<file path="config.mk">
export PLATFORM = sky130hd
export DESIGN_NAME = texture_mip_layout_generator
export DESIGN_NICKNAME = d
export VERILOG_FILES = /design/src/design/tmlg_pkg.sv /design/src/design/texture_mip_layout_generator.sv /design/src/design/tmlg_ser_mul.sv
export VERILOG_INCLUDE_DIRS = /design/src /design/src/design
export SDC_FILE = /design/constraint.sdc
export NUM_CORES = 1
export LEC_CHECK = 0
export BUFFER_PORTS_ARGS = -buffer_cell sky130_fd_sc_hd__buf_4
export CAP_MARGIN = 20
export CORE_ASPECT_RATIO = 0.7
export CORE_MARGIN = 2
export CORE_UTILIZATION = 59
export DETAILED_ROUTE_END_ITERATION = 16
export GPL_TIMING_DRIVEN = 0
export HOLD_SLACK_MARGIN = 0.1
export PLACE_DENSITY = 0.88
export RECOVER_POWER = 100
export SYNTH_ARGS = -nofsm -noshare
export SYNTH_HDL_FRONTEND = slang
export SYNTH_SLANG_ARGS = --single-unit
</file>
<file path="constraint.sdc">
create_clock -name clk -period 15.8 [get_ports clk]
set_clock_uncertainty 0.1 [all_clocks]
set_input_delay 2.37 -clock clk [delete_from_list [all_inputs] [get_ports clk]]
set_output_delay 2.37 -clock clk [all_outputs]
set_load 0.01 [all_outputs]
</file>
<file path="src/design/texture_mip_layout_generator_assert.svh">
// Assertion macros shared by the layout generator.
`ifndef TEXTURE_MIP_LAYOUT_GENERATOR_ASSERT_SVH
`define TEXTURE_MIP_LAYOUT_GENERATOR_ASSERT_SVH

// Same-cycle implication, checked outside reset.
`define TMLG_ASSERT_NOW(label, cond, conseq, msg) \
  label: assert property (@(posedge clk) disable iff (rst) (cond) |-> (conseq)) \
    else $error(msg);

// Next-cycle implication, checked outside reset.
`define TMLG_ASSERT_NEXT(label, cond, conseq, msg) \
  label: assert property (@(posedge clk) disable iff (rst) (cond) |=> (conseq)) \
    else $error(msg);

`endif

</file>
<file path="src/design/tmlg_pkg.sv">
package tmlg_pkg;

  // parameter defaults
  localparam int MAX_LEVELS_DEF  = 15;
  localparam int DIM_BITS_DEF    = 15;
  localparam int OFFSET_BITS_DEF = 48;

  // fixed field widths
  localparam int DIM_FIELD_W   = 15;
  localparam int DEPTH_W       = 12;
  localparam int COUNT_W       = 4;
  localparam int OFF_FIELD_W   = 48;
  localparam int BYTES_FIELD_W = 33;
  localparam int ROWP_W        = 19;
  localparam int LIMIT_W       = 48;
  localparam int KIND_W        = 2;
  localparam int BPP_W         = 8;
  localparam int LVL_FIELD_W   = 4;
  localparam int CFG_IDX_W     = 2;
  localparam int CFG_DATA_W    = 48;

  // configuration register indexes
  localparam logic [CFG_IDX_W-1:0] CFG_BLOCK_KIND = 2'd0;
  localparam logic [CFG_IDX_W-1:0] CFG_BPP        = 2'd1;
  localparam logic [CFG_IDX_W-1:0] CFG_DATA_LIMIT = 2'd2;

  // block kinds; the unused code falls back to linear
  localparam logic [KIND_W-1:0] KIND_LINEAR = 2'd0;
  localparam logic [KIND_W-1:0] KIND_BLK8   = 2'd1;
  localparam logic [KIND_W-1:0] KIND_BLK16  = 2'd2;

  localparam logic [BPP_W-1:0] BPP_RESET = 8'd32;
  localparam logic [4:0]       BPE_8     = 5'd8;
  localparam logic [4:0]       BPE_16    = 5'd16;

  typedef struct packed {
    logic busy;
    logic done;
  } mul_stat_t;

endpackage

</file>
<file path="src/design/texture_mip_layout_generator.sv">
// One input transaction yields level_count results (clamped to MAX_LEVELS), one per mip level.
// Per level: a setup state, then three products on the shared shift-add multiplier (width times bits
// per pixel or block size, row bytes times the row count, slice bytes times the depth), each consuming
// its second operand one bit a cycle up to the highest set bit, then the offset advance and the emit,
// which output stalls can hold. Input is taken only between slices.
// Synchronous reset: idle, no result pending, running offset 0, registers at their defaults.
module texture_mip_layout_generator import tmlg_pkg::*; #(
  parameter int MAX_LEVELS  = MAX_LEVELS_DEF,
  parameter int DIM_BITS    = DIM_BITS_DEF,
  parameter int OFFSET_BITS = OFFSET_BITS_DEF
) (
  input  logic                     clk,
  input  logic                     rst,
  input  logic                     cfg_we,
  input  logic [CFG_IDX_W-1:0]     cfg_index,
  input  logic [CFG_DATA_W-1:0]    cfg_data,
  input  logic                     in_valid,
  output logic                     in_ready,
  input  logic [DIM_FIELD_W-1:0]   base_width,
  input  logic [DIM_FIELD_W-1:0]   base_height,
  input  logic [DEPTH_W-1:0]       base_depth,
  input  logic [COUNT_W-1:0]       level_count,
  input  logic                     first_slice,
  input  logic [OFF_FIELD_W-1:0]   start_offset,
  output logic                     out_valid,
  input  logic                     out_ready,
  output logic [LVL_FIELD_W-1:0]   level_index,
  output logic [OFF_FIELD_W-1:0]   level_offset,
  output logic [BYTES_FIELD_W-1:0] level_bytes,
  output logic [ROWP_W-1:0]        row_pitch,
  output logic [BYTES_FIELD_W-1:0] depth_pitch,
  output logic                     overrun,
  output logic                     last_level
);

  localparam int ROW_W   = DIM_BITS + 5;
  localparam int BYTES_W = 2 * DIM_BITS + 5;
  localparam int MB_W    = (DIM_BITS > DEPTH_W) ? DIM_BITS : DEPTH_W;
  localparam int PROD_W  = BYTES_W + MB_W;
  localparam int SUM_W   = ((OFFSET_BITS > PROD_W) ? OFFSET_BITS : PROD_W) + 1;
  localparam int LVL_W   = $clog2(MAX_LEVELS + 1);
  localparam int CNT_X_W = LVL_W + COUNT_W;

  typedef enum logic [5:0] {
    S_IDLE   = 6'b000001,
    S_ROW    = 6'b000010,
    S_WROW   = 6'b000100,
    S_WBYTES = 6'b001000,
    S_WADV   = 6'b010000,
    S_EMIT   = 6'b100000
  } state_t;

  state_t state;

  logic [KIND_W-1:0]      blk_kind;
  logic [BPP_W-1:0]       bpp;
  logic [LIMIT_W-1:0]     data_limit;
  logic [OFFSET_BITS-1:0] run_off;
  logic [OFFSET_BITS-1:0] nxt;
  logic [DIM_BITS-1:0]    w;
  logic [DIM_BITS-1:0]    h;
  logic [DEPTH_W-1:0]     d;
  logic [LVL_W-1:0]       cnt;
  logic [LVL_W-1:0]       lvl;
  logic [ROW_W-1:0]       row;
  logic [BYTES_W-1:0]     bytes;

  mul_stat_t              mul_st;
  logic                   mul_start;
  logic [BYTES_W-1:0]     mul_a;
  logic [MB_W-1:0]        mul_b;
  logic [PROD_W-1:0]      prod;

  logic                   linear;
  logic [DIM_BITS-1:0]    blk_w;
  logic [DIM_BITS-1:0]    blk_h;
  logic [DIM_BITS-1:0]    rows_cur;
  logic [PROD_W:0]        rnd;
  logic [ROW_W-1:0]       row_new;
  logic [SUM_W-1:0]       sum;
  logic [OFFSET_BITS-1:0] nxt_new;
  logic [CNT_X_W-1:0]     cnt_x;
  logic [LVL_W-1:0]       cnt_clamp;
  logic                   in_acc;
  logic                   emit_ok;
  logic                   is_last;
  logic                   in_mul_wait;
  logic [DIM_BITS-1:0]    w_half;
  logic [DIM_BITS-1:0]    h_half;
  logic [DEPTH_W-1:0]     d_half;
  logic [ROWP_W-1:0]      row_sat;
  logic [BYTES_FIELD_W-1:0] bytes_sat;

  assign in_ready = (state == S_IDLE);
  assign in_acc   = in_valid && in_ready;
  assign emit_ok  = (state == S_EMIT) && (!out_valid || out_ready);

  assign in_mul_wait = (state == S_WROW) || (state == S_WBYTES) || (state == S_WADV);

  assign linear = !((blk_kind == KIND_BLK8) || (blk_kind == KIND_BLK16));

  // 4x4 block count, zero stays zero
  assign blk_w = (w == '0) ? '0 : DIM_BITS'(({1'b0, w} + (DIM_BITS + 1)'(3)) >> 2);
  assign blk_h = (h == '0) ? '0 : DIM_BITS'(({1'b0, h} + (DIM_BITS + 1)'(3)) >> 2);
  assign rows_cur = linear ? h : blk_h;

  // linear rows round bits up to whole bytes
  assign rnd     = {1'b0, prod} + (PROD_W + 1)'(7);
  assign row_new = linear ? ROW_W'(rnd >> 3) : ROW_W'(prod);

  always_comb begin
    mul_a = '0;
    mul_b = '0;
    unique case (state)
      S_ROW: begin
        mul_a = linear ? BYTES_W'(w) : BYTES_W'(blk_w);
        if (linear) begin
          mul_b = MB_W'(bpp);
        end else begin
          mul_b = (blk_kind == KIND_BLK8) ? MB_W'(BPE_8) : MB_W'(BPE_16);
        end
      end
      S_WROW: begin
        mul_a = BYTES_W'(row_new);
        mul_b = MB_W'(rows_cur);
      end
      S_WBYTES: begin
        mul_a = BYTES_W'(prod);
        mul_b = MB_W'(d);
      end
      S_IDLE, S_WADV, S_EMIT: begin
        mul_a = '0;
        mul_b = '0;
      end
      default: begin
        mul_a = '0;
        mul_b = '0;
      end
    endcase
  end

  assign mul_start = (state == S_ROW) ||
                     (mul_st.done && ((state == S_WROW) || (state == S_WBYTES)));

  tmlg_ser_mul #(
    .A_W (BYTES_W),
    .B_W (MB_W)
  ) u_mul (
    .clk     (clk),
    .rst     (rst),
    .start   (mul_start),
    .a       (mul_a),
    .b       (mul_b),
    .stat    (mul_st),
    .product (prod)
  );

  // saturating offset advance
  assign sum     = SUM_W'(run_off) + SUM_W'(prod);
  assign nxt_new = (sum > SUM_W'({OFFSET_BITS{1'b1}})) ? {OFFSET_BITS{1'b1}}
                                                       : OFFSET_BITS'(sum);

  assign row_sat = ((ROW_W + ROWP_W)'(row) > (ROW_W + ROWP_W)'({ROWP_W{1'b1}}))
                   ? {ROWP_W{1'b1}} : ROWP_W'(row);
  assign bytes_sat = ((BYTES_W + BYTES_FIELD_W)'(bytes) >
                      (BYTES_W + BYTES_FIELD_W)'({BYTES_FIELD_W{1'b1}}))
                     ? {BYTES_FIELD_W{1'b1}} : BYTES_FIELD_W'(bytes);

  assign cnt_x     = CNT_X_W'(level_count);
  assign cnt_clamp = (cnt_x > CNT_X_W'(MAX_LEVELS)) ? LVL_W'(MAX_LEVELS) : LVL_W'(cnt_x);
  assign is_last   = (({1'b0, lvl} + (LVL_W + 1)'(1)) == {1'b0, cnt});

  assign w_half = ((w >> 1) == '0) ? DIM_BITS'(1) : (w >> 1);
  assign h_half = ((h >> 1) == '0) ? DIM_BITS'(1) : (h >> 1);
  assign d_half = ((d >> 1) == '0) ? DEPTH_W'(1) : (d >> 1);

  always_ff @(posedge clk) begin
    if (rst) begin
      blk_kind   <= KIND_LINEAR;
      bpp        <= BPP_RESET;
      data_limit <= '0;
    end else if (cfg_we) begin
      unique case (cfg_index)
        CFG_BLOCK_KIND: blk_kind   <= KIND_W'(cfg_data);
        CFG_BPP:        bpp        <= BPP_W'(cfg_data);
        CFG_DATA_LIMIT: data_limit <= LIMIT_W'(cfg_data);
        default: ;
      endcase
    end
  end

  always_ff @(posedge clk) begin
    if (rst) begin
      state     <= S_IDLE;
      run_off   <= '0;
      out_valid <= 1'b0;
    end else begin
      if (emit_ok) begin
        out_valid <= 1'b1;
      end else if (out_ready) begin
        out_valid <= 1'b0;
      end
      unique case (state)
        S_IDLE: begin
          if (in_acc) begin
            if (first_slice) begin
              run_off <= OFFSET_BITS'(start_offset);
            end
            state <= (cnt_clamp == '0) ? S_IDLE : S_ROW;
          end
        end
        S_ROW:    state <= S_WROW;
        S_WROW:   if (mul_st.done) state <= S_WBYTES;
        S_WBYTES: if (mul_st.done) state <= S_WADV;
        S_WADV:   if (mul_st.done) state <= S_EMIT;
        S_EMIT: begin
          if (emit_ok) begin
            run_off <= nxt;
            state   <= is_last ? S_IDLE : S_ROW;
          end
        end
        default: state <= S_IDLE;
      endcase
    end
  end

  // datapath registers
  always_ff @(posedge clk) begin
    if (in_acc) begin
      w   <= DIM_BITS'(base_width);
      h   <= DIM_BITS'(base_height);
      d   <= base_depth;
      cnt <= cnt_clamp;
      lvl <= '0;
    end
    if ((state == S_WROW) && mul_st.done) begin
      row <= row_new;
    end
    if ((state == S_WBYTES) && mul_st.done) begin
      bytes <= BYTES_W'(prod);
    end
    if ((state == S_WADV) && mul_st.done) begin
      nxt <= nxt_new;
    end
    if (emit_ok) begin
      level_index  <= LVL_FIELD_W'(lvl);
      level_offset <= OFF_FIELD_W'(run_off);
      level_bytes  <= bytes_sat;
      row_pitch    <= row_sat;
      depth_pitch  <= bytes_sat;
      overrun      <= ((OFFSET_BITS + LIMIT_W)'(nxt) >= (OFFSET_BITS + LIMIT_W)'(data_limit));
      last_level   <= is_last;
      lvl          <= lvl + LVL_W'(1);
      w            <= w_half;
      h            <= h_half;
      d            <= d_half;
    end
  end

`include "texture_mip_layout_generator_assert.svh"

  `TMLG_ASSERT_NOW(a_idle_mul_quiet, in_ready, !mul_st.busy && !mul_st.done, "mul busy in idle")
  `TMLG_ASSERT_NOW(a_done_in_wait, mul_st.done, in_mul_wait, "mul done outside wait")
  `TMLG_ASSERT_NEXT(a_offset_grows, !in_ready, run_off >= $past(run_off), "offset decreased")
  `TMLG_ASSERT_NOW(a_level_bound, !in_ready, (lvl < cnt) && (cnt != '0), "level past count")

endmodule

</file>
<file path="src/design/tmlg_ser_mul.sv">
module tmlg_ser_mul import tmlg_pkg::*; #(
  parameter int A_W = 35,
  parameter int B_W = 15
) (
  input  logic                 clk,
  input  logic                 rst,
  input  logic                 start,
  input  logic [A_W-1:0]       a,
  input  logic [B_W-1:0]       b,
  output mul_stat_t            stat,
  output logic [A_W+B_W-1:0]   product
);

  localparam int P_W = A_W + B_W;

  logic [P_W-1:0] a_sr;
  logic [P_W-1:0] acc;
  logic [B_W-1:0] b_sr;
  logic           busy;
  logic           done;

  // one multiplier bit per cycle; stops once the remaining bits are zero
  always_ff @(posedge clk) begin
    if (rst) begin
      busy <= 1'b0;
      done <= 1'b0;
    end else begin
      done <= 1'b0;
      if (start) begin
        busy <= 1'b1;
      end else if (busy && ((b_sr >> 1) == '0)) begin
        busy <= 1'b0;
        done <= 1'b1;
      end
    end
  end

  always_ff @(posedge clk) begin
    if (start) begin
      acc  <= '0;
      a_sr <= P_W'(a);
      b_sr <= b;
    end else if (busy) begin
      if (b_sr[0]) begin
        acc <= acc + a_sr;
      end
      a_sr <= a_sr << 1;
      b_sr <= b_sr >> 1;
    end
  end

  assign stat.busy = busy;
  assign stat.done = done;
  assign product   = acc;

endmodule
</file>
* Word level (Yosys, flattened, before mapping)
Index checks and enable logic that the tools add are counted.
** Cells by class
- Add/sub/neg operators :: 7
- $lt $le $gt $ge :: 5
- Equality and inequality tests :: 17
- Muxes and demuxes :: 42
- Reductions and logical operators :: 32
** Operators with widths (count)
- 2-to-1 mux 48 bit :: 3
- 2-to-1 mux 15 bit :: 9
- case mux 35 bit (3 select lines) :: 1
- case mux 48 bit (2 select lines) :: 1
- logical NOT 15 bit :: 5
- 2-to-1 mux 35 bit :: 2
- 2-to-1 mux 14 bit :: 4
- adder 48 x 50 -> 51 bit :: 1
- greater-than comparator 51 x 48 -> 1 bit, second input constant :: 1
- adder 50 bit :: 1
- >= comparator 48 bit :: 1
- case mux 15 bit (3 select lines) :: 1
- case mux 6 bit (6 select lines) :: 1
- greater-than comparator 35 x 33 -> 1 bit, second input constant :: 1
- adder 15 x 2 -> 16 bit, second input constant :: 2
- 2-to-1 mux 6 bit :: 5
- 2-to-1 mux 12 bit :: 2
- adder 23 x 3 -> 23 bit, second input constant :: 1
- greater-than comparator 20 x 19 -> 1 bit, second input constant :: 1
- 2-to-1 mux 20 bit :: 1
- logical NOT 12 bit :: 1
- 2-to-1 mux 4 bit :: 3
- 2-to-1 mux 11 bit :: 1
- != test 2 x 1 -> 1 bit, second input constant :: 5
- other kinds (26) :: 49
** Storage, ports and cells
- Register bits after elaboration :: 489
- Logic and storage cells :: 129

* Logic depth before layout (Yosys ltp)
- Word-level depth :: 6
- Gate-level depth with buffers :: 16
- Mapped depth without buffers :: 14

* By module
From an unflattened synthesis, not the netlist that was laid out.
** Second synthesis, totals
- Cell total of the unflattened synthesis :: 2772
- Area total of the unflattened synthesis :: 27028.4 um2
** Modules (own cells, without submodules)
- texture_mip_layout_generator :: instances 1, cells an instance 1967, area each 19737.7 um2, sequential area each 10039.6 um2
- tmlg_ser_mul :: instances 1, cells an instance 805, area each 7290.7 um2, sequential area each 2842.7 um2

* Worst setup path before layout
OpenSTA, ideal clock, no wires.
- Path kind :: input -> register
- Start point :: in out_ready
- End point :: reg depth_pitch[0] (enable)
- Arrival :: 5.911 ns
- Data required time :: 15.188 ns
- Slack :: 9.277 ns
- Cell stages on the path :: 5
- Path buffers :: 2
- Cells stage by stage :: nand2b_1 nand2b_1 clkbuf_1 inv_1 clkbuf_1
** On the way
- Word-level cells in the longest chain between the ends :: 2
** RTL lines
- from (decl) :: line texture_mip_layout_generator.sv:26 : input logic out_ready,
- logical OR 1 bit :: line texture_mip_layout_generator.sv:96 : assign emit_ok = (state == S_EMIT) && (!out_valid || out_ready);
- logical AND 1 bit :: line texture_mip_layout_generator.sv:96
- named net emit_ok :: line texture_mip_layout_generator.sv:85 : logic emit_ok;
- to (signal assigned) :: line texture_mip_layout_generator.sv:250 : depth_pitch <= bytes_sat;
- to (decl) :: line texture_mip_layout_generator.sv:31 : output logic [BYTES_FIELD_W-1:0] depth_pitch,
The timed path passes the listed nets, and every way through them passes these cells.
A chain may end at the register's enable or synchronous reset.

* Worst setup path in the final report
- Start point :: in out_ready
- End point :: reg w[3], data pin
** On the way
- Word-level cells in the longest chain between the ends :: 3
** RTL lines
- logical OR 1 bit :: line texture_mip_layout_generator.sv:96
- logical AND 1 bit :: line texture_mip_layout_generator.sv:96
- named net emit_ok :: line texture_mip_layout_generator.sv:85
- 2-to-1 mux 15 bit :: line texture_mip_layout_generator.sv:245 : if (emit_ok) begin
- to (signal assigned) :: line texture_mip_layout_generator.sv:230 : w <= DIM_BITS'(base_width);
- to (signal assigned) :: line texture_mip_layout_generator.sv:254 : w <= w_half;
- to (decl) :: line texture_mip_layout_generator.sv:60 : logic [DIM_BITS-1:0] w;
The timed path passes the listed nets, and every way through them passes these cells.

==> metrics.md <==
| Metric | Value |
|---|---|
| Failing checks | max-capacitance violations, max-slew violations |
| Post-synth ARST share | 0% |
| Num ports | between 200 and 300 |
| Pleak | roughly 0.012 uW |
| Post-DP HPWL | between 60000 and 70000 um |
| Diodes inserted | 0 |
| FMAX | 121 MHz |
| Worst EP required | between 15000 and 20000 ps |
| Final Util | approximately 70% |
| All-Layer GR Usage | a little over a third |
| Syn_area_per_cell | slightly below 10 um^2 |
| Gpl congestion | between 1 and 1.5 |
| # port buffers | 289 |
| CTS clk-pin slew, worst paths | 70 ps |
| Worst Max-Slew Pin Slew | between 3000 and 4000 ps |
| CTS tree | built |
| Synth area leaders | edfxtp_1 (35%), dfxtp_1 (14%), ha_1 (7.0%) |
| Detailed-router iteration count before antenna repair | 7 |
| Number of synthesized flops with an enable pin | 309 |
| Cell area after placement | ~0.03 mm^2 |
| Initial Util | 60.0% |
| Most common cell in the netlist | nand2_1 |
| DR WL/cell | 22.7 um |
| Filler cells | between 3k and 4k |
| Min Clock Period, post-route | between 8000 and 9000 ps |
| Total negative slack | 0 ps |
| Top_reg_cell synth | edfxtp_1 |
| Vias | roughly 23k |
| Remaining DRCs | 0 |
| Finished Cell Area | roughly 0.030 mm^2 |
| Rel. slew slack | -157% |
| Clk_lat worst skew | 580 ps |
| FF-to-FF setup slack | 8210 ps |
| Sequential area share after synthesis | approximately half |
| Synth top area share | a little over a third |
| WP data arrival | between 8000 and 9000 ps |
| DRT antenna net count | 0 |
| Initial drt markers | around 3.1k |
| Vias in the first global route | around 22k |
| Cts-stage hold buffer count | 0 |
| Endpoints failing setup | 0 |
| HP Class | reg2reg |
| CTS sink count | between 400 and 500 |
| Critical path type | in2reg |
| Die Footprint | 0.0463 mm^2 |
| Fraction of layout cells with a size suffix above 1 | roughly a tenth |
| H-tree level count | 2 |
| Pwr dens | 137 mW/mm^2 |
| Fin nets | 3359 |
| Largest net degree at the start of global routing | 75 |
| Warnings, synthesis | 0 |
| Flops & latches, synth | 489 |
| Post-synth cell types | between 70 and 80 |
| Status | complete, but fails checks |
| Die height | ~180 um |
| Tcrit/Tclk final | approximately 52% |
| Most frequent cells after synthesis | nand2_1 (435), edfxtp_1 (309), a21oi_1 (242) |
| Endpoint class of the critical path | register |
| Final Max Tran Viols | between 200 and 300 |
| Site row count | 64 |
| Max cap viols | 7 |
| Die X-Extent | between 200 and 300 um |
| Synthesized cell area | approximately 0.026 mm^2 |
| Final WL | 83700 um |
| Initial antenna violation count | 3 |
| Global route overflow | 0 |
| First-pass GRT wire length | 126000 um |
| CTS Buf Count | 46 |
| # Post-CTS Setup Buffers | 0 |
| Max VDD drop | between 0.09 and 0.1 mV |
| PostCTS Resize Cnt | 0 |
| Max Fanout on Critical Path | 74 |
| Worst setup SP type | primary input |
| Vias/cell | ~6.3 |
| Core Footprint | approximately 0.044 mm^2 |
| RSZ-0062 raised after global routing | no |
| Net count after synthesis | roughly 3.0k |
| Clk buf depth | 3 |
| Cells after Synth | between 2k and 3k |
| Root Buffer | clkbuf_16 |
| Layout area overhead | 15.3% |
| Final Hold Viols | 0 |
| Synth area leader | edfxtp_1 |
flip-flops by register name, indices dropped and copies added, names as in the netlist, 19 cells and up:
signal / cells
run_off: 48
u_mul.a_sr: 50
u_mul.product: 50
depth_pitch: 33
nxt: 48
level_offset: 48
bytes: 35
row: 20
row_pitch: 19
data_limit: 48
area by class of cell:
class,count,area (um^2),area share [%]
timing repair buffer,293,1760,5.80
tap,594,743,2.45
clock inverter,24,216,0.714
multi-input combinational,1962,12200,40.3
sequential,489,12900,42.5
inverter,97,364,1.20
clock buffer,62,1360,4.48
buffer,171,769,2.54
per-layer routing:
metal | part of all wire [%] | wire (um) | vias up | track usage (%)
li1 | - | - | 10500 | -
met2 | 41 | 34200 | 1568 | 50.4
met4 | 2.9 | 2430 | 4 | 9.71
met5 | 0.019 | 16 | - | 0
met1 | 42 | 35200 | 10900 | 52.3
met3 | 14 | 11900 | 187 | 9.52
cell usage in the layout, fill, tap and decap left out, types with 78 or more instances in the layout:
cell type / n
edfxtp_1: 309
mux2i_1: 78
inv_1: 96
clkbuf_1: 253
a21oi_1: 242
ha_1: 147
a21o_1: 84
o21ai_0: 105
nand2_1: 435
dfxtp_1: 180
buf_4: 174
nor2_1: 210
cell families after synthesis:
family | Yosys count | share of synthesized area [%]
DFF | 489 | 49.0
AOI/OAI and AO/OA | 662 | 16.2
adders and majority gates | 149 | 7.15
and+or+nand+nor | 956 | 16.4
xor gates and xnor gates | 115 | 3.83
buffers and inverters | 268 | 4.42
muxes | 80 | 3.06
path summary, 6_finish.rpt:
kind / depth (start not counted) / end / from
worst max-delay path: 9 / w[3] / out_ready
worst max register to register: 10 / w[3] / state[2]
worst min register to register: 2 / data_limit[30] / data_limit[30]
worst min-delay path: 2 / data_limit[30] / data_limit[30]
power breakdown:
| part | internal, uW | switching (uW) | leakage [uW] |
|---|---|---|---|
| clock | 657 | 507 | 0.000782 |
| sequential | 1540 | 265 | 0.00430 |
| combinational | 447 | 749 | 0.00735 |
worst max-delay path: stages:
cell and delay (ps):
clkbuf_4 110, nand2b_1 130, nand2b_1 80, clkbuf_1 280, inv_1 260, clkbuf_1 2010
clkbuf_1 2780, nand2_1 300, nand2_1 180
per-stage QoR:
step	hold slack, ps	worst slack (ps)	power (uW)	instances
2_1_floorplan	336	9280	2500	2719
3_3_place_gp	345	7620	2910	3602
3_5_place_dp	349	10870	2950	3605
4_1_cts	358	11120	4100	3691
5_1_grt	374	6990	4320	3692
6_report	357	7540	4160	3692
(Power assumes the default switching activity.)
